[src/rtl/core/nfcs_pkg.sv]
// ----------------------------------------------------------------------------
// NAND flash command sequencer package
// Shared types, codes and result-burst helpers for the sequencer.
// ----------------------------------------------------------------------------
package nfcs_pkg;

  // Largest number of bus words that one input word can cause.
  localparam int unsigned MaxRes = 7;

  // Input word kinds.
  typedef enum logic [2:0] {
    KIND_READ  = 3'd0,
    KIND_PROG  = 3'd1,
    KIND_ERASE = 3'd2,
    KIND_READY = 3'd3,
    KIND_FBYTE = 3'd4,
    KIND_HBYTE = 3'd5,
    KIND_ID    = 3'd6,
    KIND_NONE  = 3'd7
  } kind_e;

  // Sequencer modes.
  typedef enum logic [2:0] {
    MODE_IDLE    = 3'd0,
    MODE_RD_WAIT = 3'd1,
    MODE_RD_DATA = 3'd2,
    MODE_RD_TURN = 3'd3,
    MODE_PG_DATA = 3'd4,
    MODE_PG_WAIT = 3'd5,
    MODE_ER_WAIT = 3'd6,
    MODE_ID_DATA = 3'd7
  } mode_e;

  // Result word types.
  typedef enum logic [2:0] {
    CYC_CMD   = 3'd0,
    CYC_ADDR  = 3'd1,
    CYC_WDATA = 3'd2,
    CYC_HOST  = 3'd3,
    CYC_ERR   = 3'd4,
    CYC_DONE  = 3'd5
  } cycle_e;

  // NAND command codes.
  localparam logic [7:0] CmdRead1  = 8'h00;
  localparam logic [7:0] CmdRead2  = 8'h30;
  localparam logic [7:0] CmdProg1  = 8'h80;
  localparam logic [7:0] CmdProg2  = 8'h10;
  localparam logic [7:0] CmdErase1 = 8'h60;
  localparam logic [7:0] CmdErase2 = 8'hD0;
  localparam logic [7:0] CmdReadId = 8'h90;
  localparam logic [7:0] AddrZero  = 8'h00;

  // Error codes.
  localparam logic [7:0] ErrAddrAlign = 8'd1;
  localparam logic [7:0] ErrLenAlign  = 8'd2;
  localparam logic [7:0] ErrBusy      = 8'd3;

  // One result word.
  typedef struct packed {
    cycle_e     cycle_type;
    logic [7:0] value;
    logic       cs;
  } res_t;

  // All result words of one input word; cnt of zero means empty.
  typedef struct packed {
    res_t [MaxRes-1:0] ent;
    logic [2:0]        cnt;
  } burst_t;

  // Append one result word to a burst.
  function automatic burst_t push(burst_t b, cycle_e t, logic [7:0] v, logic cs);
    burst_t r;
    r = b;
    r.ent[b.cnt] = res_t'{cycle_type: t, value: v, cs: cs};
    r.cnt = b.cnt + 3'd1;
    return r;
  endfunction

  // Append the three row address bytes.
  function automatic burst_t push_row(burst_t b, logic [23:0] page);
    burst_t r;
    r = push(b, CYC_ADDR, page[7:0], 1'b1);
    r = push(r, CYC_ADDR, page[15:8], 1'b1);
    r = push(r, CYC_ADDR, page[23:16], 1'b1);
    return r;
  endfunction

  // Append two column bytes and three row bytes.
  function automatic burst_t push_addr(burst_t b, logic [15:0] col, logic [23:0] page);
    burst_t r;
    r = push(b, CYC_ADDR, col[7:0], 1'b1);
    r = push(r, CYC_ADDR, col[15:8], 1'b1);
    r = push_row(r, page);
    return r;
  endfunction

  // Append one block erase sequence.
  function automatic burst_t push_erase(burst_t b, logic [23:0] page);
    burst_t r;
    r = push(b, CYC_CMD, CmdErase1, 1'b1);
    r = push_row(r, page);
    r = push(r, CYC_CMD, CmdErase2, 1'b1);
    return r;
  endfunction

endpackage

[src/rtl/core/nfcs_core.sv]
// ----------------------------------------------------------------------------
// NAND flash command sequencer core
// Holds the operation state, decodes each accepted word in the cycle it is
// accepted and registers the resulting burst of bus words.
// ----------------------------------------------------------------------------
module nfcs_core #(
  parameter int unsigned PAGE_BYTES  = 2048,
  parameter int unsigned BLOCK_BYTES = 131072,
  parameter int unsigned ID_BYTES    = 5
) (
  input  logic                clk_i,
  input  logic                rst_ni,
  input  logic                in_valid_i,
  output logic                in_stall_o,
  input  logic [2:0]          kind_i,
  input  logic [31:0]         byte_addr_i,
  input  logic [31:0]         length_i,
  input  logic [7:0]          data_i,
  input  logic                take_i,
  output nfcs_pkg::burst_t    burst_o
);

  localparam int unsigned PageW = $clog2(PAGE_BYTES);
  localparam int unsigned BlkW  = $clog2(BLOCK_BYTES);
  localparam int unsigned ColW  = PageW + 1;
  localparam logic [23:0] PageStep  = 24'(BLOCK_BYTES / PAGE_BYTES);
  localparam logic [ColW-1:0] PageEnd = ColW'(PAGE_BYTES);

  nfcs_pkg::mode_e    mode_q, mode_d;
  logic [23:0]        page_q, page_d;
  logic [ColW-1:0]    col_q, col_d;
  logic [31:0]        left_q, left_d;
  nfcs_pkg::burst_t   burst_q, burst_d;
  nfcs_pkg::burst_t   bld;

  nfcs_pkg::kind_e    kind;
  logic               accept;
  logic [23:0]        req_page, page_inc, page_blk;
  logic [ColW-1:0]    req_col, col_inc;
  logic [31:0]        left_dec, left_blk;
  logic               len_zero, addr_blk_ok, len_blk_ok, col_end;
  logic [15:0]        col16;

  // Accept when the burst register is empty or is handed on this cycle.
  assign in_stall_o = (burst_q.cnt != 3'd0) && !take_i;
  assign accept     = in_valid_i && !in_stall_o;
  assign kind       = nfcs_pkg::kind_e'(kind_i);

  // Shared arithmetic on the request and the current state.
  assign req_page    = 24'(byte_addr_i >> PageW);
  assign req_col     = ColW'(byte_addr_i[PageW-1:0]);
  assign page_inc    = page_q + 24'd1;
  assign page_blk    = page_q + PageStep;
  assign col_inc     = col_q + ColW'(1);
  assign col_end     = col_inc >= PageEnd;
  assign left_dec    = left_q - 32'd1;
  assign left_blk    = left_q - 32'(BLOCK_BYTES);
  assign len_zero    = length_i == 32'd0;
  assign addr_blk_ok = byte_addr_i[BlkW-1:0] == '0;
  assign len_blk_ok  = length_i[BlkW-1:0] == '0;
  assign col16       = 16'(col_q);

  // Next state of the operation.
  always_comb begin
    mode_d = mode_q;
    page_d = page_q;
    col_d  = col_q;
    left_d = left_q;
    unique case (kind)
      nfcs_pkg::KIND_READ: begin
        if (mode_q == nfcs_pkg::MODE_IDLE && !len_zero) begin
          page_d = req_page;
          col_d  = req_col;
          left_d = length_i;
          mode_d = nfcs_pkg::MODE_RD_WAIT;
        end
      end
      nfcs_pkg::KIND_PROG: begin
        if (mode_q == nfcs_pkg::MODE_IDLE) begin
          page_d = req_page;
          col_d  = req_col;
          left_d = length_i;
          mode_d = len_zero ? nfcs_pkg::MODE_PG_WAIT : nfcs_pkg::MODE_PG_DATA;
        end
      end
      nfcs_pkg::KIND_ERASE: begin
        if (mode_q == nfcs_pkg::MODE_IDLE && addr_blk_ok && len_blk_ok && !len_zero) begin
          page_d = req_page;
          left_d = length_i;
          mode_d = nfcs_pkg::MODE_ER_WAIT;
        end
      end
      nfcs_pkg::KIND_ID: begin
        if (mode_q == nfcs_pkg::MODE_IDLE) begin
          left_d = 32'(ID_BYTES);
          mode_d = nfcs_pkg::MODE_ID_DATA;
        end
      end
      nfcs_pkg::KIND_READY: begin
        unique case (mode_q)
          nfcs_pkg::MODE_RD_WAIT: mode_d = nfcs_pkg::MODE_RD_DATA;
          nfcs_pkg::MODE_RD_TURN: mode_d = nfcs_pkg::MODE_RD_WAIT;
          nfcs_pkg::MODE_PG_WAIT: begin
            if (left_q == 32'd0) begin
              mode_d = nfcs_pkg::MODE_IDLE;
            end else begin
              col_d  = '0;
              page_d = page_inc;
              mode_d = nfcs_pkg::MODE_PG_DATA;
            end
          end
          nfcs_pkg::MODE_ER_WAIT: begin
            left_d = left_blk;
            if (left_blk == 32'd0) begin
              mode_d = nfcs_pkg::MODE_IDLE;
            end else begin
              page_d = page_blk;
            end
          end
          default: ;
        endcase
      end
      nfcs_pkg::KIND_FBYTE: begin
        if (mode_q == nfcs_pkg::MODE_RD_DATA) begin
          col_d  = col_inc;
          left_d = left_dec;
          if (left_dec == 32'd0) begin
            mode_d = nfcs_pkg::MODE_IDLE;
          end else if (col_end) begin
            col_d  = '0;
            page_d = page_inc;
            mode_d = nfcs_pkg::MODE_RD_TURN;
          end
        end else if (mode_q == nfcs_pkg::MODE_ID_DATA) begin
          left_d = left_dec;
          if (left_dec == 32'd0) begin
            mode_d = nfcs_pkg::MODE_IDLE;
          end
        end
      end
      nfcs_pkg::KIND_HBYTE: begin
        if (mode_q == nfcs_pkg::MODE_PG_DATA) begin
          col_d  = col_inc;
          left_d = left_dec;
          if (left_dec == 32'd0 || col_end) begin
            mode_d = nfcs_pkg::MODE_PG_WAIT;
          end
        end
      end
      nfcs_pkg::KIND_NONE: ;
      default: ;
    endcase
  end

  // Bus words caused by the current input word.
  always_comb begin
    bld = '0;
    unique case (kind)
      nfcs_pkg::KIND_READ, nfcs_pkg::KIND_PROG, nfcs_pkg::KIND_ERASE,
      nfcs_pkg::KIND_ID: begin
        if (mode_q != nfcs_pkg::MODE_IDLE) begin
          bld = nfcs_pkg::push(bld, nfcs_pkg::CYC_ERR, nfcs_pkg::ErrBusy, 1'b1);
        end else if (kind == nfcs_pkg::KIND_READ) begin
          if (len_zero) begin
            bld = nfcs_pkg::push(bld, nfcs_pkg::CYC_DONE, 8'd0, 1'b0);
          end else begin
            bld = nfcs_pkg::push(bld, nfcs_pkg::CYC_CMD, nfcs_pkg::CmdRead1, 1'b1);
            bld = nfcs_pkg::push_addr(bld, 16'(req_col), req_page);
            bld = nfcs_pkg::push(bld, nfcs_pkg::CYC_CMD, nfcs_pkg::CmdRead2, 1'b1);
          end
        end else if (kind == nfcs_pkg::KIND_PROG) begin
          bld = nfcs_pkg::push(bld, nfcs_pkg::CYC_CMD, nfcs_pkg::CmdProg1, 1'b1);
          bld = nfcs_pkg::push_addr(bld, 16'(req_col), req_page);
          if (len_zero) begin
            bld = nfcs_pkg::push(bld, nfcs_pkg::CYC_CMD, nfcs_pkg::CmdProg2, 1'b1);
          end
        end else if (kind == nfcs_pkg::KIND_ERASE) begin
          if (!addr_blk_ok) begin
            bld = nfcs_pkg::push(bld, nfcs_pkg::CYC_ERR, nfcs_pkg::ErrAddrAlign, 1'b0);
          end else if (!len_blk_ok) begin
            bld = nfcs_pkg::push(bld, nfcs_pkg::CYC_ERR, nfcs_pkg::ErrLenAlign, 1'b0);
          end else if (len_zero) begin
            bld = nfcs_pkg::push(bld, nfcs_pkg::CYC_DONE, 8'd0, 1'b0);
          end else begin
            bld = nfcs_pkg::push_erase(bld, req_page);
          end
        end else begin
          bld = nfcs_pkg::push(bld, nfcs_pkg::CYC_CMD, nfcs_pkg::CmdReadId, 1'b1);
          bld = nfcs_pkg::push(bld, nfcs_pkg::CYC_ADDR, nfcs_pkg::AddrZero, 1'b1);
        end
      end
      nfcs_pkg::KIND_READY: begin
        unique case (mode_q)
          nfcs_pkg::MODE_RD_TURN: begin
            bld = nfcs_pkg::push(bld, nfcs_pkg::CYC_CMD, nfcs_pkg::CmdRead1, 1'b1);
            bld = nfcs_pkg::push_addr(bld, col16, page_q);
            bld = nfcs_pkg::push(bld, nfcs_pkg::CYC_CMD, nfcs_pkg::CmdRead2, 1'b1);
          end
          nfcs_pkg::MODE_PG_WAIT: begin
            if (left_q == 32'd0) begin
              bld = nfcs_pkg::push(bld, nfcs_pkg::CYC_DONE, 8'd0, 1'b0);
            end else begin
              bld = nfcs_pkg::push(bld, nfcs_pkg::CYC_CMD, nfcs_pkg::CmdProg1, 1'b1);
              bld = nfcs_pkg::push_addr(bld, 16'd0, page_inc);
            end
          end
          nfcs_pkg::MODE_ER_WAIT: begin
            if (left_blk == 32'd0) begin
              bld = nfcs_pkg::push(bld, nfcs_pkg::CYC_DONE, 8'd0, 1'b0);
            end else begin
              bld = nfcs_pkg::push_erase(bld, page_blk);
            end
          end
          default: ;
        endcase
      end
      nfcs_pkg::KIND_FBYTE: begin
        if (mode_q == nfcs_pkg::MODE_RD_DATA || mode_q == nfcs_pkg::MODE_ID_DATA) begin
          bld = nfcs_pkg::push(bld, nfcs_pkg::CYC_HOST, data_i, 1'b1);
          if (left_dec == 32'd0) begin
            bld = nfcs_pkg::push(bld, nfcs_pkg::CYC_DONE, 8'd0, 1'b0);
          end
        end
      end
      nfcs_pkg::KIND_HBYTE: begin
        if (mode_q == nfcs_pkg::MODE_PG_DATA) begin
          bld = nfcs_pkg::push(bld, nfcs_pkg::CYC_WDATA, data_i, 1'b1);
          if (left_dec == 32'd0 || col_end) begin
            bld = nfcs_pkg::push(bld, nfcs_pkg::CYC_CMD, nfcs_pkg::CmdProg2, 1'b1);
          end
        end
      end
      nfcs_pkg::KIND_NONE: ;
      default: ;
    endcase
  end

  // Burst register: loaded on accept, emptied when handed on.
  always_comb begin
    burst_d = burst_q;
    if (accept) begin
      burst_d = bld;
    end else if (take_i) begin
      burst_d.cnt = 3'd0;
    end
  end

  // State and burst registers.
  always_ff @(posedge clk_i or negedge rst_ni) begin
    if (!rst_ni) begin
      mode_q  <= nfcs_pkg::MODE_IDLE;
      page_q  <= '0;
      col_q   <= '0;
      left_q  <= '0;
      burst_q <= '0;
    end else begin
      burst_q <= burst_d;
      if (accept) begin
        mode_q <= mode_d;
        page_q <= page_d;
        col_q  <= col_d;
        left_q <= left_d;
      end
    end
  end

  assign burst_o = burst_q;

endmodule

[src/rtl/core/nfcs_emit.sv]
// ----------------------------------------------------------------------------
// NAND flash command sequencer result serializer
// Takes one burst at a time and sends its words out one per cycle while the output is not stalled.
// ----------------------------------------------------------------------------
module nfcs_emit (
  input  logic              clk_i,
  input  logic              rst_ni,
  input  nfcs_pkg::burst_t  burst_i,
  output logic              take_o,
  output logic              out_valid_o,
  input  logic              out_stall_i,
  output logic [2:0]        cycle_type_o,
  output logic [7:0]        value_o,
  output logic              chip_select_o,
  output logic              last_o
);

  nfcs_pkg::burst_t  buf_q, buf_d;
  logic [2:0]        idx_q, idx_d;
  nfcs_pkg::res_t    cur;
  logic              busy, fire, fin;

  assign busy = buf_q.cnt != 3'd0;
  assign cur  = buf_q.ent[idx_q];
  assign fire = busy && !out_stall_i;
  assign fin  = fire && (idx_q == buf_q.cnt - 3'd1);

  // A new burst may enter when the buffer is empty or its final word leaves.
  assign take_o = (!busy || fin) && (burst_i.cnt != 3'd0);

  // Next buffer contents and word index.
  always_comb begin
    buf_d = buf_q;
    idx_d = idx_q;
    if (take_o) begin
      buf_d = burst_i;
      idx_d = 3'd0;
    end else if (fin) begin
      buf_d.cnt = 3'd0;
      idx_d     = 3'd0;
    end else if (fire) begin
      idx_d = idx_q + 3'd1;
    end
  end

  always_ff @(posedge clk_i or negedge rst_ni) begin
    if (!rst_ni) begin
      buf_q <= '0;
      idx_q <= '0;
    end else begin
      buf_q <= buf_d;
      idx_q <= idx_d;
    end
  end

  // Output word.
  assign out_valid_o   = busy;
  assign cycle_type_o  = cur.cycle_type;
  assign value_o       = cur.value;
  assign chip_select_o = cur.cs;
  assign last_o        = idx_q == buf_q.cnt - 3'd1;

endmodule

[src/rtl/core/nand_flash_command_sequencer_top.sv]
// ----------------------------------------------------------------------------
// NAND flash command sequencer
// Host-side sequencer for large-page NAND: turns read, program, erase and
// read-ID requests plus flash and host events into bus words.
// ----------------------------------------------------------------------------
//
//   Channel  Direction  Handshake                Payload
//   in       input      in_valid_i / in_stall_o  kind, byte_addr, length, data
//   out      output     out_valid_o / out_stall_i cycle_type, value, chip_select,
//                                                last
//
// An input word is decoded in the cycle it is accepted and its bus words, up
// to seven, are registered as one burst. The serializer sends one word per
// cycle while the output is not stalled; a new input word is taken once the
// pending burst, if any, is handed to the serializer. One burst waits while
// the previous one drains. Reset is asynchronous and active low; it returns
// the sequencer to idle with both burst stages empty.
//
module nand_flash_command_sequencer_top #(
  parameter int unsigned PAGE_BYTES  = 2048,
  parameter int unsigned BLOCK_BYTES = 131072,
  parameter int unsigned ID_BYTES    = 5
) (
  input  logic        clk_i,
  input  logic        rst_ni,
  input  logic        in_valid_i,
  output logic        in_stall_o,
  input  logic [2:0]  kind_i,
  input  logic [31:0] byte_addr_i,
  input  logic [31:0] length_i,
  input  logic [7:0]  data_i,
  output logic        out_valid_o,
  input  logic        out_stall_i,
  output logic [2:0]  cycle_type_o,
  output logic [7:0]  value_o,
  output logic        chip_select_o,
  output logic        last_o
);

  nfcs_pkg::burst_t burst;
  logic             take;

  // Decode and state.
  nfcs_core #(
    .PAGE_BYTES  (PAGE_BYTES),
    .BLOCK_BYTES (BLOCK_BYTES),
    .ID_BYTES    (ID_BYTES)
  ) u_core (
    .clk_i       (clk_i),
    .rst_ni      (rst_ni),
    .in_valid_i  (in_valid_i),
    .in_stall_o  (in_stall_o),
    .kind_i      (kind_i),
    .byte_addr_i (byte_addr_i),
    .length_i    (length_i),
    .data_i      (data_i),
    .take_i      (take),
    .burst_o     (burst)
  );

  // Word-by-word output.
  nfcs_emit u_emit (
    .clk_i         (clk_i),
    .rst_ni        (rst_ni),
    .burst_i       (burst),
    .take_o        (take),
    .out_valid_o   (out_valid_o),
    .out_stall_i   (out_stall_i),
    .cycle_type_o  (cycle_type_o),
    .value_o       (value_o),
    .chip_select_o (chip_select_o),
    .last_o        (last_o)
  );

endmodule

[config.mk]
export PLATFORM = sky130hd
export DESIGN_NAME = nand_flash_command_sequencer_top
export DESIGN_NICKNAME = d
export VERILOG_FILES = /design/src/rtl/core/nfcs_pkg.sv /design/src/rtl/core/nfcs_core.sv /design/src/rtl/core/nfcs_emit.sv /design/src/rtl/core/nand_flash_command_sequencer_top.sv
export SDC_FILE = /design/constraint.sdc
export NUM_CORES = 1
export LEC_CHECK = 0
export BUFFER_PORTS_ARGS = -buffer_cell sky130_fd_sc_hd__buf_2
export CELL_PAD_IN_SITES_DETAIL_PLACEMENT = 1
export CELL_PAD_IN_SITES_GLOBAL_PLACEMENT = 1
export CORE_ASPECT_RATIO = 1.2
export CORE_MARGIN = 1.5
export CORE_UTILIZATION = 29
export CTS_CLUSTER_SIZE = 25
export DETAILED_ROUTE_END_ITERATION = 16
export PLACE_DENSITY_LB_ADDON = 0.2
export SLEW_MARGIN = 30
export SYNTH_ARGS = -nofsm -noshare
export SYNTH_HDL_FRONTEND = slang
export SYNTH_SLANG_ARGS = --single-unit
[constraint.sdc]
create_clock -name clk_i -period 3.7 [get_ports clk_i]
set_clock_uncertainty 0.2 [all_clocks]
set_input_delay 0.185 -clock clk_i [delete_from_list [all_inputs] [get_ports clk_i]]
set_output_delay 0.185 -clock clk_i [all_outputs]
set_load 0.03 [all_outputs]
==> run_summary.xml, run 1 <==
<?xml version="1.0" encoding="UTF-8"?>
<metrics>
  <group name="run_status">
    <metric name="run_status" unit="">complete, but fails checks</metric>
    <metric name="failed_checks" unit="">design-rule violations</metric>
  </group>
  <group name="logic_synthesis">
    <metric name="synthesis.area" unit="mm²">0.0127</metric>
    <metric name="ys_ff_latch" unit="">198</metric>
    <metric name="ys_warn_count" unit="">0</metric>
    <metric name="share_of_flip_flops_with_an_asynchronous_set_or_reset" unit="%">100</metric>
    <metric name="yosys-top-cells-area" unit="">sky130_fd_sc_hd__dfrtp_1 39%, sky130_fd_sc_hd__mux2_2 6.0%, sky130_fd_sc_hd__o21ai_0 5.3%</metric>
    <metric name="synth_enable_flop_cells" unit="">0</metric>
    <metric name="post-synth-top-area-cell" unit="">sky130_fd_sc_hd__dfrtp_1</metric>
    <metric name="synthCells" unit="">1461</metric>
    <metric name="synth-seq-area-share" unit="%">39.0</metric>
    <metric name="post_synth.cell_area_avg" unit="µm²">8.69</metric>
    <metric name="synth.distinct_cells" unit="">80</metric>
    <metric name="syn-num-nets" unit="">1549</metric>
    <metric name="yosys_most_used_dff" unit="">sky130_fd_sc_hd__dfrtp_1</metric>
    <metric name="netlist.area_leader.share" unit="%">39.0</metric>
  </group>
  <group name="global_routing">
    <metric name="overflow" unit="">0</metric>
    <metric name="grt_pass1_wl" unit="mm">81.2</metric>
    <metric name="grt_start_max_net_pins" unit="">101</metric>
    <metric name="grt_antenna_before_repair" unit="">1</metric>
    <metric name="grtUsageTotal" unit="%">23.3</metric>
    <metric name="first_global_vias" unit="">13100</metric>
  </group>
  <group name="clock_tree">
    <metric name="cts_sinks" unit="">198</metric>
    <metric name="cts-buffers-inserted" unit="">17</metric>
    <metric name="clock_path_buffers" unit="">2</metric>
    <metric name="tritoncts" unit="">done</metric>
    <metric name="cts_clock_pin_slew_for_the_worst_setup_and_hold_paths" unit="ns">0.08</metric>
    <metric name="h-tree-depth" unit="">4</metric>
    <metric name="insertion_delay_to_the_later_sink_of_the_worst_skew_pair" unit="ns">0.46</metric>
    <metric name="clockRootBuffer" unit="">sky130_fd_sc_hd__clkbuf_16</metric>
  </group>
  <group name="final_layout">
    <metric name="layout_cells_excl_fill" unit="">2215</metric>
    <metric name="nNetsFinal" unit="">1738</metric>
    <metric name="post-route-cell-area" unit="mm²">0.0158</metric>
    <metric name="n_antenna_cell" unit="">0</metric>
    <metric name="fraction_of_the_core_area_covered_by_cells_at_the_end_of_the_flow" unit="%">36.7</metric>
    <metric name="area_growth" unit="%">24.3</metric>
    <metric name="share_of_cells_above_drive_strength_1" unit="%">20.9</metric>
  </group>
  <group name="timing">
    <metric name="timing.hold.ws" unit="ns">0.0261</metric>
    <metric name="max_clock_freq" unit="MHz">280</metric>
    <metric name="finalHoldViolations" unit="">0</metric>
    <metric name="timing.final.setup_violations" unit="">0</metric>
    <metric name="slew_viol_final" unit="">0</metric>
    <metric name="tightestPinTransition" unit="ns">0.938</metric>
    <metric name="timing.max_slew.rel_slack" unit="%">37.4</metric>
    <metric name="timing.final.crit_share" unit="%">96.7</metric>
    <metric name="setup_repair_after_global_routing_missed_its_margin" unit="">no</metric>
    <metric name="min_period" unit="ns">3.58</metric>
    <metric name="setup_total_negative_slack" unit="ns">0</metric>
  </group>
  <group name="worst_hold_path">
    <metric name="min_from" unit="">byte_addr_i[9]</metric>
    <metric name="min_delay_path_depth" unit="">4</metric>
    <metric name="worst_hold_path_type" unit="">input pin to flip-flop</metric>
    <metric name="hold-path-endpoint" unit="">u_core.col_q[9]</metric>
  </group>
  <group name="floorplan">
    <metric name="initial_core_util" unit="%">29.5</metric>
    <metric name="die_w" unit="µm">194</metric>
    <metric name="core-area" unit="mm²">0.0430</metric>
    <metric name="std_cell_rows" unit="">83</metric>
    <metric name="num_io_pins" unit="">94</metric>
    <metric name="floorplan.die_area" unit="mm²">0.0451</metric>
    <metric name="die_h" unit="µm">232</metric>
  </group>
  <group name="detailed_routing">
    <metric name="drc" unit="">4</metric>
    <metric name="final_antenna_net_count" unit="">0</metric>
    <metric name="route.detailed.wl_per_inst" unit="µm">23.5</metric>
    <metric name="detail_route.wirelength" unit="mm">52.0</metric>
    <metric name="detail_route.iter0.violations" unit="">820</metric>
    <metric name="drt_pre_antenna_iters" unit="">13</metric>
    <metric name="vias" unit="">12700</metric>
    <metric name="detail_route.vias_per_cell" unit="">5.74</metric>
  </group>
  <group name="critical_path">
    <metric name="timing.setup.critical_path_class" unit="">flip-flop to flip-flop</metric>
    <metric name="crit_chain" unit="">buf_4 -&gt; or4_4 -&gt; or4_4 -&gt; a211oi_2 -&gt; nand4_1 -&gt; or4_4 -&gt; a211oi_4 -&gt; mux2_2</metric>
    <metric name="endpoint_kind" unit="">flip-flop</metric>
    <metric name="worst-endpoint-required" unit="ns">3.85</metric>
    <metric name="rrSetupSlack" unit="ns">0.12</metric>
    <metric name="max_stage_delay" unit="ns">0.59</metric>
    <metric name="cp-start-kind" unit="">flip-flop</metric>
    <metric name="r2r-start" unit="">u_core.left_q[0]</metric>
    <metric name="critPathArrivalTime" unit="ns">3.73</metric>
    <metric name="cp-startpoint" unit="">u_core.left_q[0]</metric>
    <metric name="reg2regPathDepth" unit="">8</metric>
    <metric name="cp_common_cell" unit="">sky130_fd_sc_hd__or4_4</metric>
    <metric name="path_max_fanout" unit="">8</metric>
    <metric name="timing.critical_path.slowest_stage_cell" unit="">sky130_fd_sc_hd__or4_4</metric>
    <metric name="timing.rr.end" unit="">u_core.mode_q[2]</metric>
  </group>
  <group name="pwr">
    <metric name="seq_power_share" unit="%">32.9</metric>
    <metric name="intPower" unit="mW">6.13</metric>
    <metric name="p_sw" unit="mW">5.12</metric>
    <metric name="max-vdd-ir-drop" unit="V">0.000414</metric>
    <metric name="share_comb_of_total_power" unit="%">49.4</metric>
    <metric name="power.static_leakage" unit="nW">6.59</metric>
    <metric name="power.switching_fraction" unit="%">45.5</metric>
    <metric name="power_frac_clock" unit="%">17.7</metric>
    <metric name="pwr_density_cell" unit="mW/mm²">713</metric>
  </group>
  <group name="placement">
    <metric name="io_buffers" unit="">93</metric>
    <metric name="dpl_cell_area" unit="mm²">0.0144</metric>
    <metric name="detailedPlacementHpwl" unit="mm">38.4</metric>
    <metric name="place.gp.congestion" unit="">0.887</metric>
    <metric name="cell_count_post_placement" unit="">2109</metric>
  </group>
  <group name="job">
    <metric name="max_cap_viol_count" unit="">0</metric>
  </group>
</metrics>
==> cells in the final DEF (no fill, tap or decap), drive strengths merged, types with 14 or more instances in the layout <==
master,n
a211oi,22
a21oi,99
a22o,20
a22oi,63
a31oi,18
buf,212
clkbuf,19
dfrtp,198
dlygate4sd3,72
inv,35
mux2,68
mux2i,27
nand2,135
nand3,37
nand4,20
nor2,117
nor3,50
nor4,31
o21ai,137
o2bb2ai,14
xnor2,30
==> power by group through the flow <==
stage	Clock (mW)	Combinational, mW	Sequential, mW
4_1_cts	2.05	5.53	3.68
3_3_place_gp	0	5.38	3.69
3_5_place_dp	0	5.45	3.72
2_1_floorplan	0	3.74	3.29
5_1_grt	2.12	6.05	3.82
6_report	1.99	5.56	3.70
==> registers in the layout, summed over array words and instances (netlist names) <==
signal          cells
u_core.col_q       12
u_core.page_q      24
u_core.mode_q       3
u_core.burst_o     62
u_emit.idx_q        3
u_emit.buf_q       62
u_core.left_q      32
==> worst max-delay path by stage <==
stage                                   to  slack [ns]
after floorplan           u_core.mode_q[0]        0.11
after global placement    u_core.mode_q[1]        0.11
after detailed placement  u_core.mode_q[0]        0.03
after CTS                 u_core.mode_q[2]      0.0003
after global routing      u_core.mode_q[1]       0.009
final                     u_core.mode_q[2]        0.12
==> cell usage after synthesis, types with 14 or more instances <==
cell type and count:
sky130_fd_sc_hd__a211oi_1 20, sky130_fd_sc_hd__mux2_2 68, sky130_fd_sc_hd__clkbuf_1 94, sky130_fd_sc_hd__a31oi_1 18, sky130_fd_sc_hd__mux2i_1 27, sky130_fd_sc_hd__nand2_1 135, sky130_fd_sc_hd__a22o_1 20, sky130_fd_sc_hd__xnor2_1 30
sky130_fd_sc_hd__a22oi_1 63, sky130_fd_sc_hd__o2bb2ai_1 14, sky130_fd_sc_hd__dfrtp_1 198, sky130_fd_sc_hd__nand3_1 37, sky130_fd_sc_hd__nor3_1 49, sky130_fd_sc_hd__buf_1 15, sky130_fd_sc_hd__o21ai_0 134, sky130_fd_sc_hd__nor4_1 29
sky130_fd_sc_hd__a21oi_1 98, sky130_fd_sc_hd__nor2_1 117, sky130_fd_sc_hd__nand4_1 20, sky130_fd_sc_hd__inv_1 29
==> cell families (layout without fill, tap and decap cells) <==
kind of cell | after synthesis | after routing | share of synthesized area, %
buf+inv | 144 | 346 | 4.41
mux | 97 | 97 | 8.51
simple gates | 471 | 471 | 18.1
xor+xnor | 41 | 41 | 2.95
flops | 198 | 198 | 39.0
fa+ha+maj | 9 | 9 | 0.887
compound gates | 501 | 501 | 26.2
==> routing by layer <==
layer	share of wire, %	vias to the layer above	track usage (%)
met3	2.9	79	2.27
li1	-	5876	-
met4	2.9	2	8.20
met5	0.025	-	0
met2	49	284	40.4
met1	45	6482	30.3
==> final cells by class <==
class                           instances  area [µm²]
Sequential cell                       198        4950
Timing Repair Buffer                  285        2180
Clock buffer                           18         439
Inverter                               29         109
Multi-Input combinational cell       1119        7250
Fill cell                            5038       27200
Tap cell                              552         691
Clock inverter                         14         165
==> critical path: cells and delay by family, from the launching register on <==
family          cells  cell delay [ns]
mux                 1             0.37
buf+inv             1             0.17
flops               1             0.39
compound gates      2             0.59
simple gates        4             1.75
==> through the flow <==
step	total power [mW]	setup slack (ns)
final	11.3	0.123
after global routing	12.0	0.00936
after CTS	11.3	0.000345
after detailed placement	9.17	0.0252
after global placement	9.07	0.115
after floorplan	7.03	0.109
==> repair_timing <==
action,in CTS,in global routing
hold buffers,71,1
setup endpoints to repair,0,9
endpoints found under the hold margin,198,8
setup buffers,0,1
resized for setup,0,9
Power figures use the tool's default switching activity.
==> run 2: changes to the inputs <==
--- a/config.mk
+++ b/config.mk
@@ -11,6 +11,7 @@
 export CORE_ASPECT_RATIO = 1.2
 export CORE_MARGIN = 1.5
 export CORE_UTILIZATION = 29
+export CTS_BUF_LIST = sky130_fd_sc_hd__clkbuf_4
 export CTS_CLUSTER_SIZE = 25
 export DETAILED_ROUTE_END_ITERATION = 16
 export PLACE_DENSITY_LB_ADDON = 0.2
==> run_summary.xml, run 2 (synthesis gave the netlist of run 1 again) <==
<?xml version="1.0" encoding="UTF-8"?>
<metrics>
  <group name="clock_tree">
    <metric name="insertion_delay_to_the_later_sink_of_the_worst_skew_pair" unit="ns">0.66</metric>
    <metric name="clockRootBuffer" unit="">sky130_fd_sc_hd__clkbuf_4</metric>
    <metric name="h-tree-depth" unit="">4</metric>
    <metric name="cts_clock_pin_slew_for_the_worst_setup_and_hold_paths" unit="ns">0.19</metric>
    <metric name="cts-buffers-inserted" unit="">17</metric>
    <metric name="clock_path_buffers" unit="">2</metric>
    <metric name="cts_sinks" unit="">198</metric>
    <metric name="tritoncts" unit="">done</metric>
  </group>
  <group name="critical_path">
    <metric name="path_max_fanout" unit="">8</metric>
    <metric name="worst-endpoint-required" unit="ns">4.08</metric>
    <metric name="cp_common_cell" unit="">sky130_fd_sc_hd__or4_4</metric>
    <metric name="cp-start-kind" unit="">flip-flop</metric>
    <metric name="timing.setup.critical_path_class" unit="">flip-flop to flip-flop</metric>
    <metric name="timing.critical_path.slowest_stage_cell" unit="">sky130_fd_sc_hd__or4_4</metric>
    <metric name="critPathArrivalTime" unit="ns">3.94</metric>
    <metric name="max_stage_delay" unit="ns">0.59</metric>
    <metric name="crit_chain" unit="">buf_4 -&gt; or4_4 -&gt; or4_4 -&gt; a211oi_2 -&gt; nand4_1 -&gt; or4_4 -&gt; a211oi_4 -&gt; mux2_2</metric>
    <metric name="endpoint_kind" unit="">flip-flop</metric>
  </group>
  <group name="final_layout">
    <metric name="share_of_cells_above_drive_strength_1" unit="%">20.8</metric>
    <metric name="layout_commonest_cell" unit="">sky130_fd_sc_hd__dfrtp_1</metric>
    <metric name="area_growth" unit="%">22.9</metric>
    <metric name="nNetsFinal" unit="">1749</metric>
    <metric name="fraction_of_the_core_area_covered_by_cells_at_the_end_of_the_flow" unit="%">36.3</metric>
    <metric name="layout_cells_excl_fill" unit="">2227</metric>
    <metric name="mostFrequentLayoutCells" unit="">198 x sky130_fd_sc_hd__dfrtp_1, 135 x sky130_fd_sc_hd__nand2_1, 134 x sky130_fd_sc_hd__o21ai_0, 115 x sky130_fd_sc_hd__nor2_1, 114 x sky130_fd_sc_hd__buf_4</metric>
    <metric name="post-route-cell-area" unit="mm²">0.0156</metric>
  </group>
  <group name="timing">
    <metric name="finalHoldViolations" unit="">0</metric>
    <metric name="min_period" unit="ns">3.56</metric>
    <metric name="timing.hold.ws" unit="ns">0.0895</metric>
    <metric name="timing.final.setup_violations" unit="">0</metric>
    <metric name="slew_viol_final" unit="">0</metric>
    <metric name="timing.final.crit_share" unit="%">96.2</metric>
    <metric name="tightestPinTransition" unit="ns">0.916</metric>
    <metric name="max_clock_freq" unit="MHz">281</metric>
    <metric name="timing.max_slew.rel_slack" unit="%">38.8</metric>
  </group>
  <group name="floorplan">
    <metric name="std_cell_rows" unit="">83</metric>
    <metric name="core-area" unit="mm²">0.0430</metric>
    <metric name="initial_core_util" unit="%">29.5</metric>
    <metric name="num_io_pins" unit="">94</metric>
    <metric name="floorplan.die_area" unit="mm²">0.0451</metric>
    <metric name="die_w" unit="µm">194</metric>
    <metric name="die_h" unit="µm">232</metric>
  </group>
  <group name="global_routing">
    <metric name="grtUsageTotal" unit="%">23.4</metric>
    <metric name="grt_pass1_wl" unit="mm">81.4</metric>
    <metric name="grt_antenna_before_repair" unit="">2</metric>
    <metric name="grt_start_max_net_pins" unit="">68</metric>
    <metric name="first_global_vias" unit="">13200</metric>
    <metric name="overflow" unit="">0</metric>
  </group>
  <group name="detailed_routing">
    <metric name="route.detailed.wl_per_inst" unit="µm">23.4</metric>
    <metric name="detail_route.vias_per_cell" unit="">5.72</metric>
    <metric name="drc" unit="">4</metric>
    <metric name="vias" unit="">12700</metric>
    <metric name="drt_pre_antenna_iters" unit="">12</metric>
    <metric name="detail_route.wirelength" unit="mm">52.0</metric>
    <metric name="detail_route.iter0.violations" unit="">758</metric>
    <metric name="final_antenna_net_count" unit="">0</metric>
  </group>
  <group name="worst_hold_path">
    <metric name="worst_hold_path_type" unit="">input pin to flip-flop</metric>
  </group>
  <group name="placement">
    <metric name="detailedPlacementHpwl" unit="mm">38.4</metric>
    <metric name="dpl_cell_area" unit="mm²">0.0144</metric>
    <metric name="cell_count_post_placement" unit="">2109</metric>
    <metric name="io_buffers" unit="">93</metric>
    <metric name="place.gp.congestion" unit="">0.887</metric>
  </group>
  <group name="pwr">
    <metric name="pwr_density_cell" unit="mW/mm²">677</metric>
    <metric name="max-vdd-ir-drop" unit="V">0.000413</metric>
    <metric name="power.total" unit="mW">10.6</metric>
    <metric name="power.static_leakage" unit="nW">6.50</metric>
  </group>
  <group name="run_status">
    <metric name="run_status" unit="">complete, but fails checks</metric>
    <metric name="failed_checks" unit="">design-rule violations</metric>
  </group>
  <group name="job">
    <metric name="max_cap_viol_count" unit="">0</metric>
  </group>
</metrics>
==> run 2: changes by cell type in the layout (fill, tap and decap cells not counted), sizes merged <==
| cell | previous run | this run |
|---|---|---|
| clkbuf | 19 | 18 |
| clkinv | 4 | 5 |
| diode | 0 | 1 |
| dlygate4sd3 | 72 | 83 |
==> run 2: per-layer routing <==
layer  track usage [%]  vias to the layer above  wire length, µm
met5                 0                        -                0
met4              8.08                        0             1430
met3              2.22                       76             1470
met2              40.4                      279            25700
met1              30.5                     6490            23400
li1                  -                     5900                -
==> run 2: timing repair <==
item	CTS	global route
setup endpoints to repair	3	12
pin swaps	0	1
resized for setup	1	10
hold buffers	84	0
endpoints found under the hold margin	262	0
buffers inserted	0	1
==> run 2: power by group <==
| part | total [mW] | leakage [nW] | switching (mW) | internal, mW |
|---|---|---|---|---|
| sequential | 3.70 | 2.63 | 0.863 | 2.84 |
| combinational | 5.57 | 3.72 | 3.31 | 2.26 |
| clock | 1.29 | 0.156 | 0.867 | 0.418 |
==> run 2: cell type report <==
cell class	count	area, µm²
timing repair buffer	296	2290
inverter	29	109
clock inverter	15	169
antenna	1	2.50
multi-input combinational	1119	7260
fill	5063	27400
sequential	198	4950
tap	552	691
clock buffer	17	128
==> run 2: stage by stage <==
step	setup WS, ns	setup TNS, ns
final	0.142	0
after global routing	-0.0168	-0.0168
after floorplan	0.109	0
after CTS	0.0262	0
after detailed placement	0.0252	0
after global placement	0.115	0
==> run 2: critical path: cells and delay by family (launching register included) <==
family | cells | cell delay (ns)
buffers and inverters | 1 | 0.17
AOI/OAI and AO/OA | 2 | 0.57
and+or+nand+nor | 4 | 1.75
DFF | 1 | 0.42
muxes | 1 | 0.37
==> run 2: final timing paths <==
| path | to | cells after the start | from | slack, ns |
|---|---|---|---|---|
| max reg2reg | u_core.mode_q[2] | 8 | u_core.left_q[0] | 0.14 |
| min | u_core.burst_o[7] | 3 | data_i[3] | 0.09 |
| min reg2reg | u_core.burst_o[48] | 2 | u_core.burst_o[48] | 0.30 |
| min in group asynchronous | u_emit.buf_q[57] | 3 | rst_ni | 0.36 |
| max in group asynchronous | u_core.burst_o[4] | 4 | rst_ni | 2.26 |
| max | u_core.mode_q[2] | 8 | u_core.left_q[0] | 0.14 |
